### config.mk
export PLATFORM = sky130hd
export DESIGN_NAME = stbf_fnv
export DESIGN_NICKNAME = d
export VERILOG_FILES = /design/src/sv/stbf_pkg.sv /design/src/sv/stbf_fnv.sv
export SDC_FILE = /design/constraint.sdc
export NUM_CORES = 1
export LEC_CHECK = 0
export BUFFER_PORTS_ARGS = -buffer_cell sky130_fd_sc_hd__clkbuf_2
export CAP_MARGIN = 20
export CORE_UTILIZATION = 40
export CTS_CLUSTER_DIAMETER = 150
export DETAILED_ROUTE_END_ITERATION = 7
export PLACE_DENSITY = 0.54
export SETUP_SLACK_MARGIN = 0.3
export SLEW_MARGIN = 40
export SYNTH_ARGS = -nofsm -noshare
export SYNTH_HDL_FRONTEND = slang
export SYNTH_SLANG_ARGS = --single-unit
### constraint.sdc
create_clock -name clk -period 12.3 [get_ports clk]
set_input_delay 1.845 -clock clk [delete_from_list [all_inputs] [get_ports clk]]
set_output_delay 1.845 -clock clk [all_outputs]
set_load 0.02 [all_outputs]
### src/sv/stbf_pkg.sv
// Shared types and constants for the scrolled tile background fetch block.
// No dependencies; imported by every other file of the block.
`timescale 1ns / 1ps
`default_nettype none

package stbf_pkg;

  localparam int CMD_W       = 2;
  localparam int MEM_ADDR_W  = 13;
  localparam int NT_ADDR_W   = 11;
  localparam int NT_DEPTH    = 2048;
  localparam int PAT_DEPTH   = 8192;
  localparam int CFG_ADDR_W  = 4;
  localparam int CFG_DATA_W  = 32;
  localparam int HASH_W      = 64;

  // Rows added above the visible area before the world lookup.
  localparam logic [8:0] TOP_CROP   = 9'd8;
  // World height and the pixel height of one nametable.
  localparam logic [9:0] WORLD_H    = 10'd480;
  localparam logic [9:0] NT_SPAN_Y  = 10'd240;
  localparam logic [5:0] NT_TILES_Y = 6'd30;

  // FNV-1a 64; the prime is 2^40 + 0x1B3.
  localparam logic [HASH_W-1:0] FNV_BASIS    = 64'hCBF29CE484222325;
  localparam logic [HASH_W-1:0] FNV_PRIME_LO = 64'h1B3;
  localparam int                FNV_PRIME_SH = 40;

  localparam logic [4:0] PAT_BYTES = 5'd16;

  typedef enum logic [1:0] {
    CMD_NT_WR   = 2'd0,
    CMD_PAT_WR  = 2'd1,
    CMD_PIX_Q   = 2'd2,
    CMD_CELL_Q  = 2'd3
  } cmd_t;

  typedef enum logic [1:0] {
    MIR_SINGLE_LO = 2'd0,
    MIR_SINGLE_HI = 2'd1,
    MIR_VERT      = 2'd2,
    MIR_HORZ      = 2'd3
  } mirror_t;

  typedef enum logic [1:0] {
    REG_SCROLL   = 2'd0,
    REG_FINE_X   = 2'd1,
    REG_MIRROR   = 2'd2,
    REG_PAT_HIGH = 2'd3
  } reg_idx_t;

  localparam logic KIND_PIXEL = 1'b0;
  localparam logic KIND_CELL  = 1'b1;

  typedef enum logic [2:0] {
    S_IDLE,
    S_TILE,
    S_PIX,
    S_HASH,
    S_OUT
  } state_t;

  typedef struct packed {
    logic [14:0] scroll_addr;
    logic [2:0]  fine_x;
    mirror_t     mirror;
    logic        pat_high;
  } cfg_t;

endpackage

`default_nettype wire

### src/sv/stbf_fnv.sv
// FNV-1a 64 accumulator, one byte per cycle while step is high.
// Depends on stbf_pkg for the basis and prime split.
`timescale 1ns / 1ps
`default_nettype none

module stbf_fnv (
  input  wire logic                         clk,
  input  wire logic                         init,
  input  wire logic                         step,
  input  wire logic [7:0]                   data,
  output logic      [stbf_pkg::HASH_W-1:0]  hash
);
  import stbf_pkg::*;

  logic [HASH_W-1:0] hash_r;
  logic [HASH_W-1:0] hash_nxt;
  logic [HASH_W-1:0] mixed;
  logic [HASH_W-1:0] prod_lo;

  assign mixed   = hash_r ^ {{(HASH_W-8){1'b0}}, data};
  // constant multiplier by 0x1B3 reduces to a few adds
  assign prod_lo = HASH_W'(mixed * FNV_PRIME_LO);

  always_comb begin
    hash_nxt = hash_r;
    if (init) begin
      hash_nxt = FNV_BASIS;
    end else if (step) begin
      hash_nxt = (mixed << FNV_PRIME_SH) + prod_lo;
    end
  end

  always_ff @(posedge clk) begin
    hash_r <= hash_nxt;
  end

  assign hash = hash_r;

endmodule

`default_nettype wire

==> reports/qor.yml <==
timing.slew.headroom: 0.452
clock_path_buffers: 2
syn_to_final_growth_pct: 4.59
hpwlAfterDp_um: 35300
worst-endpoint-required_ns: 12.57
largest_net_degree_at_the_start_of_global_routing: 50
synth_cells: 1705
ys_async_sr_fraction: 0
post_cts_setup_repair_buffer_count: 0
cts_hold_buf: 0
min_period_over_period: 0.581
hold_violations: 0
drv.max_cap_violation_count: 0
global_route_wire_length_before_repair_um: 65500
holdCritStartpoint: "hash[2]"
num-nets-final: 2108
synth_nets: 2122
final.setup_skew_ns: 0.00734
cts-root-buf: "clkbuf_16"
io-pin-count: 75
worst_setup_path_start_kind: "input port"
synth-seq-area-share: 0.0875
htree_num_levels: 3
route.detailed.vias_per_inst: 5.05
timing.rr.start: "hash[22]"
critical_path_class: "input port to flop"
critPathCaptureType: "flop"
cts-buffers-inserted: 9
starting_density: 0.409
hold_depth: 2
netlist-cell-type-count: 63
fin_crit_ns: 7.15
drc_errors: 2
setup_repair_after_global_routing_missed_its_margin: "false"
cts_num_sinks: 64
syn-cell-area_um2: 14600
critical_path_arrival_ns: 7.41
gpl.final_weighted_congestion: 0.912
critical_path.reg2reg.endpoint: "hash[60]"
final-setup-viol-count: 0
number_of_synthesized_flops_with_an_enable_pin: 0
grt.overflow.total: 0
hold_path_class: "flop to flop"
failing_checks: "DRC"
antenna-diode-count: 0
wl_um: 40700
clkTransAtPathRegs_ns: 0.06
yosysTopAreaCell: "fa_1"
drt_first_pass_iters: 7
post_cts.resized_instances: 0
largest_register_ffs: 64
ff2ff_path_depth: 19
route.detailed.wl_per_inst_um: 18.9
die-width_um: 193
drtIter0Drc: 486
setup_total_negative_slack_ns: 0
groute.usage.overall: 0.226
status: "finished with violations"
synth_flop_cell: "dfxtp_1"
layout-drive-gt1-share: 0.0637
syn_avg_cell_area_um2: 8.59
yosys.area.top_type_share: 0.287
worst_skew_pair.late_latency_ns: 0.35
via_count_of_the_first_global_routing_pass: 11300
path_max_fanout: 4
final_max_slew_viol_count: 0
port-buffer-count: 74
ys_top_cells_by_area: "fa_1 29%, ha_1 17%, inv_1 11%"
fp.dieArea_um2: 37400
fmaxAchievable_ghz: 0.140
synth.ff_latch_count: 64
num_vias: 10900
synthesis.yosys.warnings: 0
route.antenna.remaining_nets: 0
tritoncts: "yes"
core.rowCount: 69
grt_antenna_before_repair: 0
regToRegSetupSlack_ns: 6.23
floorplan.die.height_um: 193
holdPathEnd: "hash[2]"
worst_slew_pin_slew_ns: 0.822
floorplan.core_area_um2: 35800
-- worst max-delay path, stage by stage --
cell and delay (ns):
clkbuf_2 0.10, xnor2_1 0.44, inv_1 0.16, ha_1 0.26, xor2_1 0.19, ha_1 0.19, or2_2 0.31, fa_1 0.53
fa_1 0.41, ha_1 0.29, ha_1 0.36, o21ai_0 0.13, a211oi_1 0.38, o211ai_1 0.19, nand3_1 0.15, a31oi_1 0.22
a211oi_1 0.65, o221ai_1 0.26, xor2_1 0.18, o21ai_0 0.15
-- cell families after synthesis --
family | Yosys count | share of synthesized area
adders and majority gates | 406 | 0.455
DFF | 64 | 0.0875
and+or+nand+nor | 263 | 0.0816
AOI/OAI and AO/OA | 298 | 0.134
xor gates and xnor gates | 129 | 0.0772
buffers and inverters | 520 | 0.148
muxes | 25 | 0.0171
-- metal layers --
| layer | vias up | track usage | wire length (µm) |
|---|---|---|---|
| met3 | 26 | 0.0258 | 1500 |
| met1 | 5334 | 0.325 | 19900 |
| met2 | 210 | 0.372 | 18800 |
| li1 | 5314 | - | - |
| met5 | - | 0 | 0 |
| met4 | 0 | 0.0359 | 481 |
-- cell usage in the layout, fill, tap and decap left out, types with 5 or more instances in the layout --
master | netlist | layout
nor3_1 | 11 | 11
o31ai_1 | 5 | 5
nand4_1 | 10 | 10
o211ai_1 | 17 | 17
clkbuf_2 | 1 | 73
ha_1 | 196 | 196
a21oi_1 | 81 | 81
dfxtp_1 | 64 | 64
o22ai_1 | 8 | 8
and3_1 | 12 | 12
nand3_1 | 21 | 21
o21ai_0 | 56 | 56
inv_1 | 417 | 417
nand2b_1 | 5 | 5
xnor2_1 | 59 | 59
or3_1 | 5 | 5
a21o_1 | 55 | 55
o21a_1 | 10 | 10
clkbuf_16 | 0 | 9
a31oi_1 | 13 | 13
nor2_1 | 85 | 85
xor2_1 | 70 | 70
nor2b_1 | 6 | 6
a211oi_1 | 11 | 11
fa_1 | 210 | 210
nand2_1 | 90 | 90
and2_1 | 5 | 5
mux2i_1 | 25 | 25
-- through the flow --
| step | cell area (µm²) | hold WS, ns | worst slack, ns | instances | utilization |
|---|---|---|---|---|---|
| after CTS | 15300 | 0.528 | 5.25 | 2157 | 0.427 |
| after global placement | 15000 | 0.511 | 4.94 | 2141 | 0.419 |
| after floorplan | 14600 | 0.475 | 5.43 | 1705 | - |
| final | 15300 | 0.522 | 5.15 | 2157 | 0.427 |
| after global routing | 15300 | 0.566 | 4.86 | 2157 | 0.427 |
| after detailed placement | 15000 | 0.515 | 4.89 | 2141 | 0.419 |
-- how the worst max path moves through the flow --
stage	startpoint	end	slack (ns)	depth (start not counted)
after floorplan	data[2]	hash[59]	5.43	19
after global placement	data[0]	hash[50]	4.94	20
after detailed placement	data[0]	hash[50]	4.89	20
after CTS	data[0]	hash[59]	5.25	20
after global routing	data[2]	hash[62]	4.86	20
final	data[0]	hash[62]	5.15	20
-- synth_stat cells (11+ instances only) --
cell type    n
inv_1      417
and3_1      12
clkbuf_1    40
a21o_1      55
ha_1       196
buf_4       56
nor3_1      11
fa_1       210
o211ai_1    17
nand2_1     90
mux2i_1     25
nand3_1     21
xnor2_1     59
xor2_1      70
dfxtp_1     64
o21ai_0     56
nor2_1      85
a211oi_1    11
a31oi_1     13
a21oi_1     81
-- layout make-up --
type                       instances  area, µm²
clock buffer                       9        225
clock inverter                     7       71.3
multi-input combinational       1121      11200
inverter                         417       1570
tap                              461        577
sequential                        64       1280
timing repair buffer              78        400
fill                            3631      20500
Power is left out: the tool's default activity adds up to more than one toggle a clock period on the data nets, which glitch-free logic cannot reach.
