<file path="config.mk">
export PLATFORM = sky130hd
export DESIGN_NAME = stbf_cfg_regs
export DESIGN_NICKNAME = d
export VERILOG_FILES = /design/src/sv/stbf_pkg.sv /design/src/sv/stbf_cfg_regs.sv
export SDC_FILE = /design/constraint.sdc
export NUM_CORES = 1
export LEC_CHECK = 0
export ABC_AREA = 1
export ABC_CLOCK_PERIOD_IN_PS = 900
export BUFFER_PORTS_ARGS = -buffer_cell sky130_fd_sc_hd__buf_2
export CAP_MARGIN = 40
export CORE_MARGIN = 10
export CORE_UTILIZATION = 40
export DETAILED_ROUTE_END_ITERATION = 12
export GPL_TIMING_DRIVEN = 0
export HOLD_SLACK_MARGIN = 0.05
export PLACE_DENSITY = 0.84
export SLEW_MARGIN = 10
export SYNTH_ARGS = -nofsm -noshare
export SYNTH_HDL_FRONTEND = slang
export SYNTH_SLANG_ARGS = --single-unit
</file>
<file path="constraint.sdc">
create_clock -name clk -period 0.9 [get_ports clk]
set_input_delay 0.09 -clock clk [delete_from_list [all_inputs] [get_ports clk]]
set_output_delay 0.09 -clock clk [all_outputs]
set_load 0.1 [all_outputs]
</file>
<file path="src/sv/stbf_pkg.sv">
// Shared types and constants for the scrolled tile background fetch block.
// No dependencies; imported by every other file of the block.
`timescale 1ns / 1ps
`default_nettype none

package stbf_pkg;

  localparam int CMD_W       = 2;
  localparam int MEM_ADDR_W  = 13;
  localparam int NT_ADDR_W   = 11;
  localparam int NT_DEPTH    = 2048;
  localparam int PAT_DEPTH   = 8192;
  localparam int CFG_ADDR_W  = 4;
  localparam int CFG_DATA_W  = 32;
  localparam int HASH_W      = 64;

  // Rows added above the visible area before the world lookup.
  localparam logic [8:0] TOP_CROP   = 9'd8;
  // World height and the pixel height of one nametable.
  localparam logic [9:0] WORLD_H    = 10'd480;
  localparam logic [9:0] NT_SPAN_Y  = 10'd240;
  localparam logic [5:0] NT_TILES_Y = 6'd30;

  // FNV-1a 64; the prime is 2^40 + 0x1B3.
  localparam logic [HASH_W-1:0] FNV_BASIS    = 64'hCBF29CE484222325;
  localparam logic [HASH_W-1:0] FNV_PRIME_LO = 64'h1B3;
  localparam int                FNV_PRIME_SH = 40;

  localparam logic [4:0] PAT_BYTES = 5'd16;

  typedef enum logic [1:0] {
    CMD_NT_WR   = 2'd0,
    CMD_PAT_WR  = 2'd1,
    CMD_PIX_Q   = 2'd2,
    CMD_CELL_Q  = 2'd3
  } cmd_t;

  typedef enum logic [1:0] {
    MIR_SINGLE_LO = 2'd0,
    MIR_SINGLE_HI = 2'd1,
    MIR_VERT      = 2'd2,
    MIR_HORZ      = 2'd3
  } mirror_t;

  typedef enum logic [1:0] {
    REG_SCROLL   = 2'd0,
    REG_FINE_X   = 2'd1,
    REG_MIRROR   = 2'd2,
    REG_PAT_HIGH = 2'd3
  } reg_idx_t;

  localparam logic KIND_PIXEL = 1'b0;
  localparam logic KIND_CELL  = 1'b1;

  typedef enum logic [2:0] {
    S_IDLE,
    S_TILE,
    S_PIX,
    S_HASH,
    S_OUT
  } state_t;

  typedef struct packed {
    logic [14:0] scroll_addr;
    logic [2:0]  fine_x;
    mirror_t     mirror;
    logic        pat_high;
  } cfg_t;

endpackage

`default_nettype wire

</file>
<file path="src/sv/stbf_cfg_regs.sv">
// APB-style configuration registers: scroll address, fine X, mirroring, pattern table.
// Depends on stbf_pkg.
`timescale 1ns / 1ps
`default_nettype none

module stbf_cfg_regs (
  input  wire logic                             clk,
  input  wire logic                             rst_n,
  input  wire logic                             psel,
  input  wire logic                             penable,
  input  wire logic                             pwrite,
  input  wire logic [stbf_pkg::CFG_ADDR_W-1:0]  paddr,
  input  wire logic [stbf_pkg::CFG_DATA_W-1:0]  pwdata,
  output logic      [stbf_pkg::CFG_DATA_W-1:0]  prdata,
  output logic                                  pready,
  output stbf_pkg::cfg_t                        cfg
);
  import stbf_pkg::*;

  cfg_t     cfg_r;
  cfg_t     cfg_nxt;
  reg_idx_t idx;
  logic     wr_en;

  assign idx    = reg_idx_t'(paddr[3:2]);
  assign wr_en  = psel && penable && pwrite;
  assign pready = 1'b1;
  assign cfg    = cfg_r;

  always_comb begin
    cfg_nxt = cfg_r;
    if (wr_en) begin
      case (idx)
        REG_SCROLL:   cfg_nxt.scroll_addr = pwdata[14:0];
        REG_FINE_X:   cfg_nxt.fine_x      = pwdata[2:0];
        REG_MIRROR:   cfg_nxt.mirror      = mirror_t'(pwdata[1:0]);
        REG_PAT_HIGH: cfg_nxt.pat_high    = pwdata[0];
        default:      cfg_nxt = cfg_r;
      endcase
    end
  end

  always_comb begin
    case (idx)
      REG_SCROLL:   prdata = {17'd0, cfg_r.scroll_addr};
      REG_FINE_X:   prdata = {29'd0, cfg_r.fine_x};
      REG_MIRROR:   prdata = {30'd0, cfg_r.mirror};
      REG_PAT_HIGH: prdata = {31'd0, cfg_r.pat_high};
      default:      prdata = '0;
    endcase
  end

  always_ff @(posedge clk) begin
    if (!rst_n) begin
      cfg_r <= '{scroll_addr: 15'd0, fine_x: 3'd0, mirror: MIR_SINGLE_LO, pat_high: 1'b0};
    end else begin
      cfg_r <= cfg_nxt;
    end
  end

endmodule

`default_nettype wire

</file>
==> results.sh <==
export IMPL_grt_pass1_vias=1563
export IMPL_start_kind="flop"
export IMPL_drive_gt1_share_pct=54.42
export IMPL_crit_slowest_cell="sky130_fd_sc_hd__dfxtp_4"
export IMPL_cts_root_buffer_cell="sky130_fd_sc_hd__clkbuf_4"
export IMPL_antenna_left=0
export IMPL_pin_count_of_the_biggest_net_entering_global_routing=12
export IMPL_comb_power_share_pct=42.8
export IMPL_clock_power_share_pct=20.0
export IMPL_post_synth_instance_area_um2=1255
export IMPL_switching_share_pct=45.08
export IMPL_route_met3_wl_um=467
export IMPL_largest_reg_flops=21
export IMPL_p_leak_nw=1.251
export IMPL_antenna_found_initial=0
export IMPL_worst_ir_drop_vdd_mv=1.033
export IMPL_placement_cell_area_um2=1858
export IMPL_route_met2_wl_um=3166
export IMPL_fmax_mhz=819.1
export IMPL_synth_seq_cells=21
export IMPL_pin_count=95
export IMPL_layout_commonest_cell="sky130_fd_sc_hd__nor2_1"
export IMPL_final_hold_violation_count=0
export IMPL_syn_area_per_cell_um2=6.338
export IMPL_die_w_um=76.01
export IMPL_postSynthCellCount=198
export IMPL_final_cell_mix="44 x sky130_fd_sc_hd__nor2_1, 34 x sky130_fd_sc_hd__buf_12, 29 x sky130_fd_sc_hd__nand2_1, 22 x sky130_fd_sc_hd__nand3_1, 22 x sky130_fd_sc_hd__buf_4"
export IMPL_synth_seq_area_share_pct=33.50
export IMPL_rsz0062_at_grt="true"
export IMPL_worst_path_dominant_cell_family="flip-flops"
export IMPL_drt_drc_violations_left=0
export IMPL_cts_buffers_inserted=3
export IMPL_critical_path_required_ns=0.81
export IMPL_time_the_worst_path_needs_with_i_o_delays_and_setup_ns=1.221
export IMPL_detailedRoute_firstIterationViolations=140
export IMPL_drt_first_pass_iters=4
export IMPL_h_tree_depth=1
export IMPL_top_layer="met4"
export IMPL_skew_ns=0
export IMPL_grtUsageTotal_pct=16.25
export IMPL_drt_met1_wl_um=2154
export IMPL_final_nets=336
export IMPL_cp_data_arrival_time_ns=1.13
export IMPL_cts_tree="yes"
export IMPL_clkSinkCount=21
export IMPL_critical_path_endpoint_type="output pin"
export IMPL_initial_core_utilization_pct=41.45
export IMPL_crit_type="flop to output pin"
export IMPL_pwr_density_cell_nw_per_um2=944.3
export IMPL_critical_path_max_fanout=2
export IMPL_global_route_overflow_total=0
export IMPL_cp_num_buf_inv=1
export IMPL_failed_checks="setup timing"
export IMPL_core_rowCount=20
export IMPL_route_detailed_wl_per_inst_um=17.90
export IMPL_crit_path_cell_trace="a22o_4, buf_12"
export IMPL_numPortBuffers=57
export IMPL_max_clock_path_buffers=2
export IMPL_synthToLayoutAreaGrowth_pct=110.7
export IMPL_layout_cell_area_non_filler_um2=2644
export IMPL_clk_latency_ns=0.33
export IMPL_critPathMaxStageDelay_ns=0.38
export IMPL_report_final_slew_viol_count=0
export IMPL_fp_coreArea_um2=3028
export IMPL_synth_yosys_warnings=0
export IMPL_chipHeight_um=76.01
export IMPL_setup_violations_final=37
export IMPL_routed_via_density=4.695
export IMPL_min_path_type="input pin to flop"
export IMPL_hpwl_um=2908
export IMPL_fp_dieArea_um2=5778
export IMPL_netlist_cell_type_count=17
export IMPL_clkTransAtPathRegs_ns=0.12
export IMPL_place_congestion=0.8417
export IMPL_grt_pass1_wl_um=7852
export IMPL_setup_ws_ns=-0.3208
export IMPL_diodes=0
export IMPL_p_sw_mw=1.125
export IMPL_power_internal_mw=1.371
export IMPL_seq_power_share_pct=37.2
export IMPL_run_status="finished with violations"
export IMPL_final_period_utilization_pct=135.6
export IMPL_postRouteWirelength_um=6051
export IMPL_vias=1587
export IMPL_max_cap_violations=0
export IMPL_final_setup_tns_ns=-6.769
[path summary, 6_finish.rpt]
path / from / cells after the start / slack, ns / endpoint
max: cfg[8] / 2 / -0.32 / prdata[2]
min: pwdata[3] / 5 / 0.07 / cfg[9]
max reg2reg: cfg[13] / 3 / 0.12 / cfg[13]
min reg2reg: cfg[3] / 2 / 0.53 / cfg[3]
[cells in the mapped netlist, drive strengths merged]
| cell type | count | area, um^2 |
|---|---|---|
| conb | 2 | 7.510 |
| dfxtp | 21 | 420.4 |
| a22o | 1 | 8.760 |
| clkbuf | 2 | 27.53 |
| nand4 | 1 | 6.260 |
| inv | 31 | 116.4 |
| buf | 23 | 181.4 |
| nand3 | 23 | 115.1 |
| nor2 | 60 | 235.2 |
| a21oi | 1 | 5.000 |
| nand2 | 33 | 131.4 |
[stage by stage]
step | worst slack, ns | hold WS (ns) | power, mW | util [%] | cells
final | -0.3208 | 0.06949 | 2.497 | 87.31 | 338
after global routing | -0.3397 | 0.09969 | 2.574 | 87.31 | 338
after floorplan | -0.6182 | 0.2010 | 1.703 | - | 214
after CTS | -0.2861 | 0.07584 | 2.382 | 81.20 | 322
after global placement | -0.5714 | 0.3385 | 1.810 | 61.36 | 315
after detailed placement | -0.5614 | 0.3446 | 1.817 | 61.36 | 315
[tightest hold or removal path, cell delays in order]
cell and delay, ns:
sky130_fd_sc_hd__buf_2 0.09, sky130_fd_sc_hd__inv_1 0.04, sky130_fd_sc_hd__nand3_1 0.06, sky130_fd_sc_hd__nand2_1 0.05
sky130_fd_sc_hd__nor2_1 0.04
[power by group through the flow]
stage | Clock [mW] | Sequential, mW | Combinational (mW)
6_report | 0.499 | 0.928 | 1.07
5_1_grt | 0.530 | 0.930 | 1.11
4_1_cts | 0.476 | 0.929 | 0.977
3_5_place_dp | 0 | 0.940 | 0.877
3_3_place_gp | 0 | 0.939 | 0.872
2_1_floorplan | 0 | 1.09 | 0.616
[kinds of logic after synthesis]
group,after synthesis,synth area share [%]
AND/OR/NAND/NOR,117,38.88
buffers and inverters,56,25.92
AO/OA/AOI/OAI,2,1.096
other,2,0.5984
flip-flops,21,33.50
[final cells by class]
cell class,count,area [um^2]
flip-flops and latches,21,499.2
repair buffers,76,1013
fillers,143,384.1
inverters,31,116.4
multi-input cells,137,718.2
plain buffers,25,215.2
well taps,44,55.05
clock buffers,4,26.28
[routing by layer]
metal,vias up,GRT usage (%)
met2,84,31.21
met4,0,5.114
met1,732,15.75
li1,748,-
met5,-,0
met3,23,5.425
[timing repair]
action	CTS	global route
resized for setup	148	19
hold buffers	1	0
endpoints found under the hold margin	1	0
setup buffers	2	18
setup endpoints to repair	36	36
pin swaps	3	3
Note: power is estimated with default switching activity, not from simulation.
