$ cat src/sv/stbf_pkg.sv
// Shared types and constants for the scrolled tile background fetch block.
// No dependencies; imported by every other file of the block.
`timescale 1ns / 1ps
`default_nettype none

package stbf_pkg;

  localparam int CMD_W       = 2;
  localparam int MEM_ADDR_W  = 13;
  localparam int NT_ADDR_W   = 11;
  localparam int NT_DEPTH    = 2048;
  localparam int PAT_DEPTH   = 8192;
  localparam int CFG_ADDR_W  = 4;
  localparam int CFG_DATA_W  = 32;
  localparam int HASH_W      = 64;

  // Rows added above the visible area before the world lookup.
  localparam logic [8:0] TOP_CROP   = 9'd8;
  // World height and the pixel height of one nametable.
  localparam logic [9:0] WORLD_H    = 10'd480;
  localparam logic [9:0] NT_SPAN_Y  = 10'd240;
  localparam logic [5:0] NT_TILES_Y = 6'd30;

  // FNV-1a 64; the prime is 2^40 + 0x1B3.
  localparam logic [HASH_W-1:0] FNV_BASIS    = 64'hCBF29CE484222325;
  localparam logic [HASH_W-1:0] FNV_PRIME_LO = 64'h1B3;
  localparam int                FNV_PRIME_SH = 40;

  localparam logic [4:0] PAT_BYTES = 5'd16;

  typedef enum logic [1:0] {
    CMD_NT_WR   = 2'd0,
    CMD_PAT_WR  = 2'd1,
    CMD_PIX_Q   = 2'd2,
    CMD_CELL_Q  = 2'd3
  } cmd_t;

  typedef enum logic [1:0] {
    MIR_SINGLE_LO = 2'd0,
    MIR_SINGLE_HI = 2'd1,
    MIR_VERT      = 2'd2,
    MIR_HORZ      = 2'd3
  } mirror_t;

  typedef enum logic [1:0] {
    REG_SCROLL   = 2'd0,
    REG_FINE_X   = 2'd1,
    REG_MIRROR   = 2'd2,
    REG_PAT_HIGH = 2'd3
  } reg_idx_t;

  localparam logic KIND_PIXEL = 1'b0;
  localparam logic KIND_CELL  = 1'b1;

  typedef enum logic [2:0] {
    S_IDLE,
    S_TILE,
    S_PIX,
    S_HASH,
    S_OUT
  } state_t;

  typedef struct packed {
    logic [14:0] scroll_addr;
    logic [2:0]  fine_x;
    mirror_t     mirror;
    logic        pat_high;
  } cfg_t;

endpackage

`default_nettype wire

$ cat src/sv/stbf_coord.sv
// Scrolled world coordinate and mirrored nametable address for a query item.
// Depends on stbf_pkg (cfg_t, world constants).
`timescale 1ns / 1ps
`default_nettype none

module stbf_coord (
  input  wire stbf_pkg::cfg_t                  cfg,
  input  wire logic                            is_cell,
  input  wire logic [7:0]                      pixel_x,
  input  wire logic [7:0]                      pixel_row,
  input  wire logic [4:0]                      cell_col,
  input  wire logic [4:0]                      cell_row,
  output logic      [stbf_pkg::NT_ADDR_W-1:0]  nt_addr,
  output logic      [2:0]                      fine_x,
  output logic      [2:0]                      fine_y
);
  import stbf_pkg::*;

  logic [8:0]  scr_x;
  logic [9:0]  scr_y;
  logic [7:0]  qx;
  logic [8:0]  qy;
  logic [8:0]  wx;
  logic [9:0]  sum_y;
  logic [8:0]  wy;
  logic [5:0]  tx;
  logic [5:0]  ty;
  logic        ty_hi;
  logic [5:0]  ty_mod;
  logic [11:0] logical;

  // 256*ntX + 8*coarseX + fineX is a plain concatenation
  assign scr_x = {cfg.scroll_addr[10], cfg.scroll_addr[4:0], cfg.fine_x};
  assign scr_y = (cfg.scroll_addr[11] ? NT_SPAN_Y : 10'd0)
               + {2'd0, cfg.scroll_addr[9:5], cfg.scroll_addr[14:12]};

  assign qx = is_cell ? {cell_col, 3'd4} : pixel_x;
  assign qy = (is_cell ? {1'b0, cell_row, 3'd4} : {1'b0, pixel_row}) + TOP_CROP;

  assign wx    = scr_x + {1'b0, qx};
  assign sum_y = scr_y + {1'b0, qy};
  // sum stays below twice the world height
  assign wy    = (sum_y >= WORLD_H) ? 9'(sum_y - WORLD_H) : sum_y[8:0];

  assign tx     = wx[8:3];
  assign ty     = wy[8:3];
  assign ty_hi  = (ty >= NT_TILES_Y);
  assign ty_mod = ty_hi ? (ty - NT_TILES_Y) : ty;

  assign logical = {ty_hi, tx[5], ty_mod[4:0], tx[4:0]};

  always_comb begin
    case (cfg.mirror)
      MIR_SINGLE_LO: nt_addr = {1'b0, logical[9:0]};
      MIR_SINGLE_HI: nt_addr = {1'b1, logical[9:0]};
      MIR_VERT:      nt_addr = logical[10:0];
      MIR_HORZ:      nt_addr = {logical[11], logical[9:0]};
      default:       nt_addr = logical[10:0];
    endcase
  end

  assign fine_x = wx[2:0];
  assign fine_y = wy[2:0];

endmodule

`default_nettype wire

$ cat config.mk
export PLATFORM = sky130hd
export DESIGN_NAME = stbf_coord
export DESIGN_NICKNAME = d
export VERILOG_FILES = /design/src/sv/stbf_pkg.sv /design/src/sv/stbf_coord.sv
export SDC_FILE = /design/constraint.sdc
export NUM_CORES = 1
export LEC_CHECK = 0
export ABC_AREA = 1
export BUFFER_PORTS_ARGS = -buffer_cell sky130_fd_sc_hd__buf_2
export CORE_MARGIN = 2
export CORE_UTILIZATION = 44
export DETAILED_ROUTE_END_ITERATION = 8
export PLACE_DENSITY = 0.81
export SETUP_SLACK_MARGIN = 0.4
export SYNTH_ARGS = -nofsm -noshare
export SYNTH_HDL_FRONTEND = slang
export SYNTH_SLANG_ARGS = --single-unit
$ cat constraint.sdc
create_clock -name vclk -period 4.86
set_input_delay 0.972 -clock vclk [all_inputs]
set_output_delay 0.972 -clock vclk [all_outputs]
set_load 0.02 [all_outputs]
==> results.txt, run 1 <==
- Dividing the detail-routed wire length by the instance count gives 12.64 µm.
- Headroom to the max-slew limit came out at 0.8086.
- Total number of nets in the final design: 380
- The first global-routing pass estimated 6037 µm of wire.
- The die is 58.25 µm tall.
* Setup-failing EPs final: 4
- Routability-driven placement finished with a final weighted congestion of 0.7888.
- Count of distinct cell types in the synthesized netlist: 30
- Die ar.: 3393 µm²
- The worst setup path is launched from a primary input.
- FF/Latch Area: 0 µm²
* Share of Yosys cell area claimed by the top area cell type: 0.2029
* Final worst path period need: 4987 ps
* Setup WS post-layout: -126.7 ps
- From left edge to right edge, the die measures 58.25 µm.
* Iteration-0 DRC Markers: 26
- Maximum capacitance violations: 0
- After global routing the overflow that remains totals 0.
- Across every metal layer, demand over resource in global routing totals 0.2193.
- Antenna cells: 0
- Worst-case hold slack: 2300 ps
- Post-synthesis to final-layout area growth: 70.82%
- After clock tree synthesis, the flow added hold-fix buffers numbering 0.
* Via-per-instance ratio: 5.021
* CP peak stage delay: 430 ps
- The final hold violation count came to 0.
- Derived from the worst setup path, the maximum achievable clock frequency is 200.5 MHz.
* Post-Place Cells: 325
- The max-slew violation count was 0.
* Most frequent CP cell: nand2_2
* Area of the core: 2781 µm²
* Cell type of the slowest stage on the worst timing path: fa_2
- The synthesized design spends more area on one cell type than any other, namely ha_1.
- STA puts the critical path data required time at 3890 ps.
- The detailed router placed 1,677 vias in this run.
* Post-layout total power: 0.8000 mW
- Power density over cell area: 361.6 nW/µm²
- Total of fill cells in the finished design: 186
* Post-DP HPWL: 2780 µm
* Effective utilization at floorplan: 0.4656
- IR analysis of the VDD net gives a maximum drop of 0.4037 mV.
* Floorplan row count: 19
- The initial antenna violation count was 0.
- Excluding fillers, the count of instances in the completed layout stands at 334.
- Critical path arrival: 4010 ps
- For this design the static power due to leakage is 1.258 nW.
- Seq Cell Count: 0
- 1st-pass router iterations: 4
* Number of instances in the synthesized netlist: 209
* YS warnings: 0
- Biggest area contributors in the synthesized netlist: ha_1, nand2_1, inv_1
- The critical path is of the in2out type.
- The via count of the first global-routing pass came to 1,534.
- Worst Tran Pin Value: 287.0 ps
- Violated checks: setup timing
- Run status: complete, but fails checks
- Along the worst path, the maximum fanout reaches 8.
- Number of remaining DRC errors: 0
- Share of layout cells above drive strength 1: 0.5479
* Post-route ant nets: 0
* Netlist Area Pre-Place: 1295 µm²
- Post-detailed-routing wire length: 4222 µm
* Pin count of the biggest net entering global routing: 9
- Critical Path Sink Type: output pin
* Mean Syn Cell Area: 6.196 µm²
* Pre-CTS setup slack: -223.3 ps
* Port Buf Inserts: 64
- Clock Buffer Count: 0
- Highest-count cells in the layout ignoring fill and taps: buf_2, nand2_1, inv_1, buf_4, nand2_2
* # IOs: 65
- Kind of path behind the tightest hold check: in2out
- Most common cell after layout, fill and taps aside: buf_2
- Sequential cell area fraction in the yosys report: 0
- Setup repair after global routing could not meet its margin everywhere.
- Syn Nets: 284
- Of the available clock period, the critical path in the final layout requires 1.026.
[per-layer routing]
layer  global-route usage  wire length (µm)  vias up
met5                    0                 0        -
met2               0.4692              2299       52
li1                     -                 -      840
met3             0.006696               222        9
met4              0.01993               112        0
met1               0.2398              1587      776
[timing repair]
item | in CTS | in global routing
setup buffers | 5 | 4
resized for setup | 31 | 24
setup endpoints to repair | 5 | 5
gates cloned | 0 | 0
pin swaps | 18 | 20
[logic make-up after synthesis]
group	synth area share
fa+ha+maj	0.2957
compound gates	0.07632
mux	0.007730
simple gates	0.4155
xor+xnor	0.08020
buf+inv	0.1246
[layout make-up]
type               instances  area [µm²]  area share
repair buffers            96       618.1      0.2794
inverters                 41       163.9     0.07409
multi-input cells        166        1391      0.6290
well taps                 31       38.79     0.01753
[worst paths after layout]
check | end | cells past startpoint | start
worst max-delay path | nt_addr[8] | 27 | is_cell
worst min-delay path | fine_y[0] | 3 | cfg[18]
[power by group]
group	internal [mW]	switching, mW	total, mW	leakage, nW
Sequential	0	0	0	0
Clock	0	0	0	0
Combinational	0.367	0.433	0.800	1.26
Total	0.367	0.433	0.800	1.26
[critical path, delay by kind of cell]
kind                       cells  cell delay, ps
adders and majority gates      4             950
buffers and inverters          5             440
and+or+nand+nor               18            1650
[cell usage after synthesis (all sizes together)]
| library cell | count |
|---|---|
| nand4 | 1 |
| a31oi | 2 |
| nor2 | 11 |
| xnor2 | 2 |
| clkbuf | 2 |
| nand3b | 1 |
| a21oi | 12 |
| o21ai | 3 |
| ha | 21 |
| mux2i | 1 |
| fa | 6 |
| or2 | 3 |
| clkinv | 2 |
| and2 | 2 |
| o21bai | 1 |
| nand3 | 17 |
| xor2 | 9 |
| inv | 39 |
| nand2 | 74 |
[metrics by stage]
stage / util / cell area (µm²) / TNS, ps
global route: 0.7953 / 2212 / -1072
CTS: 0.7377 / 2052 / -60.79
detailed placement: 0.6802 / 1892 / -808.4
floorplan: - / 1399 / 0
finish: 0.7953 / 2212 / -448.8
global placement: 0.6802 / 1892 / -562.0
(Power assumes the default switching activity.)
==> run 2: changes to the inputs <==
--- a/config.mk
+++ b/config.mk
@@ -7,6 +7,7 @@
 export LEC_CHECK = 0
 export ABC_AREA = 1
 export BUFFER_PORTS_ARGS = -buffer_cell sky130_fd_sc_hd__buf_2
+export CORE_ASPECT_RATIO = 2
 export CORE_MARGIN = 2
 export CORE_UTILIZATION = 44
 export DETAILED_ROUTE_END_ITERATION = 8
==> results.txt, run 2 (synthesized netlist as in run 1, its figures left out) <==
* Kind of path behind the tightest hold check: in2out
- Initial antenna violation count: 0
- The final layout contains routed wiring with a total length of 4592 µm.
* Detailed-route via count: 1,743
- Worst hold start: cfg[18]
* Final worst path period need: 5015 ps
- Cell type of the slowest stage on the worst timing path: fa_1
- The core region is 2770 µm².
- The finished layout holds 333 standard cells, fillers aside.
* Maximum capacitance violations: 0
- Seq Cell Count: 0
- STA classifies the critical path endpoint as an output pin.
* Post-layout total power: 0.8327 mW
- The largest single stage delay on the critical path is 570 ps.
- 65 I/O pins were placed.
* Finished Cell Area: 2250 µm²
- The analysis attributes to cell leakage a power of 1.265 nW.
* Iteration-0 DRC Markers: 31
- Critical path startpoint category: primary input
- The worst hold path passes through 3 cells.
- Effective utilization at floorplan: 0.4675
- From left edge to right edge, the die measures 42.36 µm.
* Most common cell after layout, fill and taps aside: buf_2
- Run status: complete, but fails checks
- Floorplan row count: 27
- Routability cong.: 0.8300
- Based on the critical path, the design can be clocked at up to 199.4 MHz.
* Port Buf Inserts: 64
- Of all nets on the critical path, the largest fanout is 7.
- Post-route fraction of the period consumed by the critical path: 1.032
- Total number of nets in the final design: 381
- Once detail routing completed, the nets flagged for antenna violations numbered 0.
- Post-DP HPWL: 3013 µm
* Setup Crit Path Kind: in2out
* Sum of negative setup slack: -579.9 ps
* GRT Residual Overflow: 0
- Entering global routing, the biggest net connects 8 pins.
- Tightest slew margin relative to the limit: 0.7836
- The repair_antennas step left the layout with diodes totalling 0.
- For hold timing, the worst endpoint is fine_y[0].
- GRT Total Usage: 0.2378
* RSZ-0062 raised after global routing: yes
- After detailed routing, the met2 layer carries 2811 µm of wire.
- In this design, the critical path's most frequently occurring cell is nand2_2.
* Post-synthesis to final-layout area growth: 73.72%
- Before antenna repair, the detailed router went through 4 iterations.
- The layout has 0 clock buffers.
- After layout, the worst setup slack is -154.5 ps.
* Setup-failing EPs final: 5
- Required time of the critical path: 3890 ps
* Met1 layer wirelength in the final routing: 1428 µm
* Via-per-instance ratio: 5.234
* Worst Tran Pin Value: 321.2 ps
- Worst-case hold slack: 2292 ps
- Number of buffer and inverter instances along the worst setup path: 5
* Peak VDD IR: 0.1889 mV
- After detailed routing, the number of remaining DRC violations is 0.
* Family with the most delay on the worst path: simple AND/OR/NAND/NOR gates
- The first global-routing pass estimated 6575 µm of wire.
- The final hold violation count came to 0.
* Critical path arrival: 4040 ps
* CTS Hold Bufs: 0
* Share of layout cells above drive strength 1: 0.5757
- Highest-count cells in the layout ignoring fill and taps: buf_2, nand2_1, buf_4, inv_1, nand2_2
- In this run the vertical extent of the chip is 80.72 µm.
- Power spread over the standard cell area amounts to 370.2 nW/µm².
* FF/Latch Area: 0 µm²
- In this run the top signal layer used is met4.
* Post-DR wirelength/cell: 13.79 µm
* Post-Place Cells: 319
- Before CTS, the worst setup slack after placement is -213.9 ps.
* Die ar.: 3419 µm²
* Vias in the first global route: 1,685
- Placement Cell Area: 1859 µm²
* Violated checks: setup timing
* Final core occ: 0.8121
- In the detailed route, the total length drawn on met3 is 176 µm.
* Slew Limit Fails: 0
[run 2: report_power, final]
part           leakage [nW]  internal (mW)  total [mW]  switching (mW)
Clock                     0              0           0               0
Combinational          1.26          0.380       0.833           0.452
Sequential                0              0           0               0
[run 2: what timing repair did]
action,4_1_cts,5_1_grt
buffers inserted,5,9
resized for setup,38,29
gates cloned,0,0
pin swaps,25,26
endpoints found under the setup margin,5,5
[run 2: final cells by class]
type / count / area [µm²]
multi-input cells: 166 / 1421
repair buffers: 97 / 625.6
fillers: 198 / 520.5
inverters: 41 / 166.4
well taps: 29 / 36.28
[run 2: worst max path at each step]
stage	from	endpoint	cells after the start
finish	is_cell	nt_addr[8]	25
global route	is_cell	nt_addr[7]	25
CTS	is_cell	nt_addr[6]	26
detailed placement	is_cell	nt_addr[8]	26
global placement	is_cell	nt_addr[6]	26
floorplan	is_cell	nt_addr[6]	26
[run 2: layer usage]
| layer | global-route usage | vias to the layer above |
|---|---|---|
| li1 | - | 839 |
| met5 | 0 | - |
| met4 | 0.06563 | 0 |
| met2 | 0.5292 | 80 |
| met3 | 0.01573 | 19 |
| met1 | 0.2090 | 805 |
[run 2: tightest hold or removal path, delay by kind of cell]
kind | cells | cell delay [ps]
fa+ha+maj | 1 | 120
buf+inv | 2 | 230
==> run 3: changes to the inputs <==
--- a/config.mk
+++ b/config.mk
@@ -11,7 +11,7 @@
 export CORE_MARGIN = 2
 export CORE_UTILIZATION = 44
 export DETAILED_ROUTE_END_ITERATION = 8
-export PLACE_DENSITY = 0.81
+export PLACE_DENSITY = 0.88
 export SETUP_SLACK_MARGIN = 0.4
 export SYNTH_ARGS = -nofsm -noshare
 export SYNTH_HDL_FRONTEND = slang
==> results.txt, run 3 (synthesized netlist as in run 1, its figures left out) <==
- The flow ran to the end, but the final reports show violations.
* Violated checks: setup timing
* Total of fill cells in the finished design: 153
- The max-slew violation count is 0.
- Antenna cells: 0
* Required time of the critical path: 3890 ps
- Setup WS post-layout: -105.4 ps
- The worst hold path passes through 3 cells.
- Peak fanout along the critical path: 7
* Worst-case hold slack: 2285 ps
- Finished Cell Area: 2293 µm²
- Peak VDD IR: 0.2269 mV
- Worst Tran Pin Value: 347.7 ps
* Critical Path Sink Type: output pin
- Power density over cell area: 366.2 nW/µm²
- Vias in the first global route: 1,804
* FF/Latch Area: 0 µm²
* GRT Total Usage: 0.2499
- Number of remaining DRC errors: 0
* GRT Residual Overflow: 0
- The congestion estimate from routability-driven global placement came to 0.8387.
- Effective utilization at floorplan: 0.4675
* Worst hold start: cfg[18]
- Dividing the final minimum period by the clock period gives 1.022.
- Setup-failing EPs final: 4
- Sum of negative setup slack: -358.6 ps
- The tightest min-delay check is of the in2out type.
- Port buffering added 64 buffers.
- Iteration-0 DRC Markers: 40
* Hold-critical path endpoint: fine_y[0]
- Total number of nets in the final design: 384
- Tightest slew margin relative to the limit: 0.7657
* Clock Buffer Count: 0
- Die extent in y: 80.72 µm
* Post-DP HPWL: 3193 µm
* Number of failing hold endpoints at the final stage: 0
* Global-route wire length before repair: 6900 µm
- Measured along the x axis, the die boundary spans 42.36 µm.
- The tool flagged a number of max-cap violations equal to 0.
- Of the cells placed in the final design, the portion with a size suffix greater than 1 is 0.5961.
- During I/O placement, the number of pins put on the boundary was 65.
- The setup path with the least slack is of type in2out.
* Post-route ant nets: 0
* Area of combinational cells with multiple inputs: 1443 µm²
- After the flow finishes, the layout carries non-filler instances totaling 336.
* Final worst path period need: 4965 ps
- Relative to the synthesized area, the layout overhead comes to 77.10%.
- Pin count of the biggest net entering global routing: 8
- Area of the core: 2770 µm²
- The library cell used most frequently in the layout, excluding fill and tap cells, is buf_2.
- Post-DR wirelength/cell: 16.16 µm
- Critical path arrival: 3990 ps
- Floorplan row count: 27
- Buffers inserted to repair hold after CTS numbered 0.
- The routed design has 5430 µm of wire.
- Seq Cell Count: 0
- Post-Place Cells: 321
- Initial antenna violation count: 0
- Placement Cell Area: 1874 µm²
- In this run the static leakage power is 1.288 nW.
- Die ar.: 3419 µm²
* Critical path startpoint category: primary input
- 1st-pass router iterations: 4
- Via-per-instance ratio: 5.485
* Highest-count cells in the layout ignoring fill and taps: buf_2, nand2_1, buf_4, inv_1, nand2_2
- RSZ-0062 raised after global routing: yes
- Upper clock frequency limit: 201.4 MHz
* Detailed-route via count: 1,843
## run 3: metal layers
layer | global-route usage | vias up | part of all wire
li1 | - | 847 | -
met1 | 0.1965 | 864 | 0.30
met2 | 0.5477 | 91 | 0.59
met3 | 0.02247 | 41 | 0.037
met4 | 0.1313 | 0 | 0.078
met5 | 0 | - | 0
## run 3: what timing repair did
| action | CTS | global route |
|---|---|---|
| resized for setup | 30 | 44 |
| setup buffers | 10 | 5 |
| setup endpoints to repair | 5 | 5 |
| pin swaps | 22 | 15 |
## run 3: power breakdown
part,total (mW),switching (mW),internal [mW],leakage [nW]
logic,0.840,0.457,0.383,1.29
clock network,0,0,0,0
registers,0,0,0,0
total,0.840,0.457,0.383,1.29
## run 3: worst max-delay path by stage
stage / start / endpoint / slack [ps] / cells after the start
finish: is_cell / nt_addr[8] / -110 / 26
global route: is_cell / nt_addr[6] / -250 / 26
CTS: is_cell / nt_addr[6] / -40 / 26
detailed placement: is_cell / nt_addr[6] / -230 / 25
global placement: is_cell / nt_addr[6] / -140 / 26
floorplan: is_cell / nt_addr[6] / 70 / 26
## run 3: cell type report
cell class	instances	area share
multi-input combinational	166	0.6290
timing repair buffer	100	0.2826
inverter	41	0.07256
tap	29	0.01582
## run 3: worst max-delay path, stage by stage
cell	delay, ps
buf_12	110
buf_8	120
nand2_4	50
nand2_4	40
fa_2	480
ha_4	360
nand2_4	70
inv_4	60
nand3_4	100
nand2_4	90
nand2_4	70
nand2_4	80
nand2_4	50
or2_4	250
and2_4	170
inv_4	60
ha_4	130
inv_2	30
nor2_1	70
nand3_1	110
nor2_4	120
nor2_4	60
nand2_4	80
nand2_2	50
nand2_2	70
buf_6	110
## run 3: through the flow
step | power, mW | utilization | worst slack, ps
final | 0.8399 | 0.8279 | -105.4
after floorplan | 0.4201 | - | 74.71
after global placement | 0.5748 | 0.6766 | -135.3
after CTS | 0.7086 | 0.7480 | -42.41
after global routing | 0.8949 | 0.8279 | -253.2
after detailed placement | 0.5948 | 0.6766 | -226.1
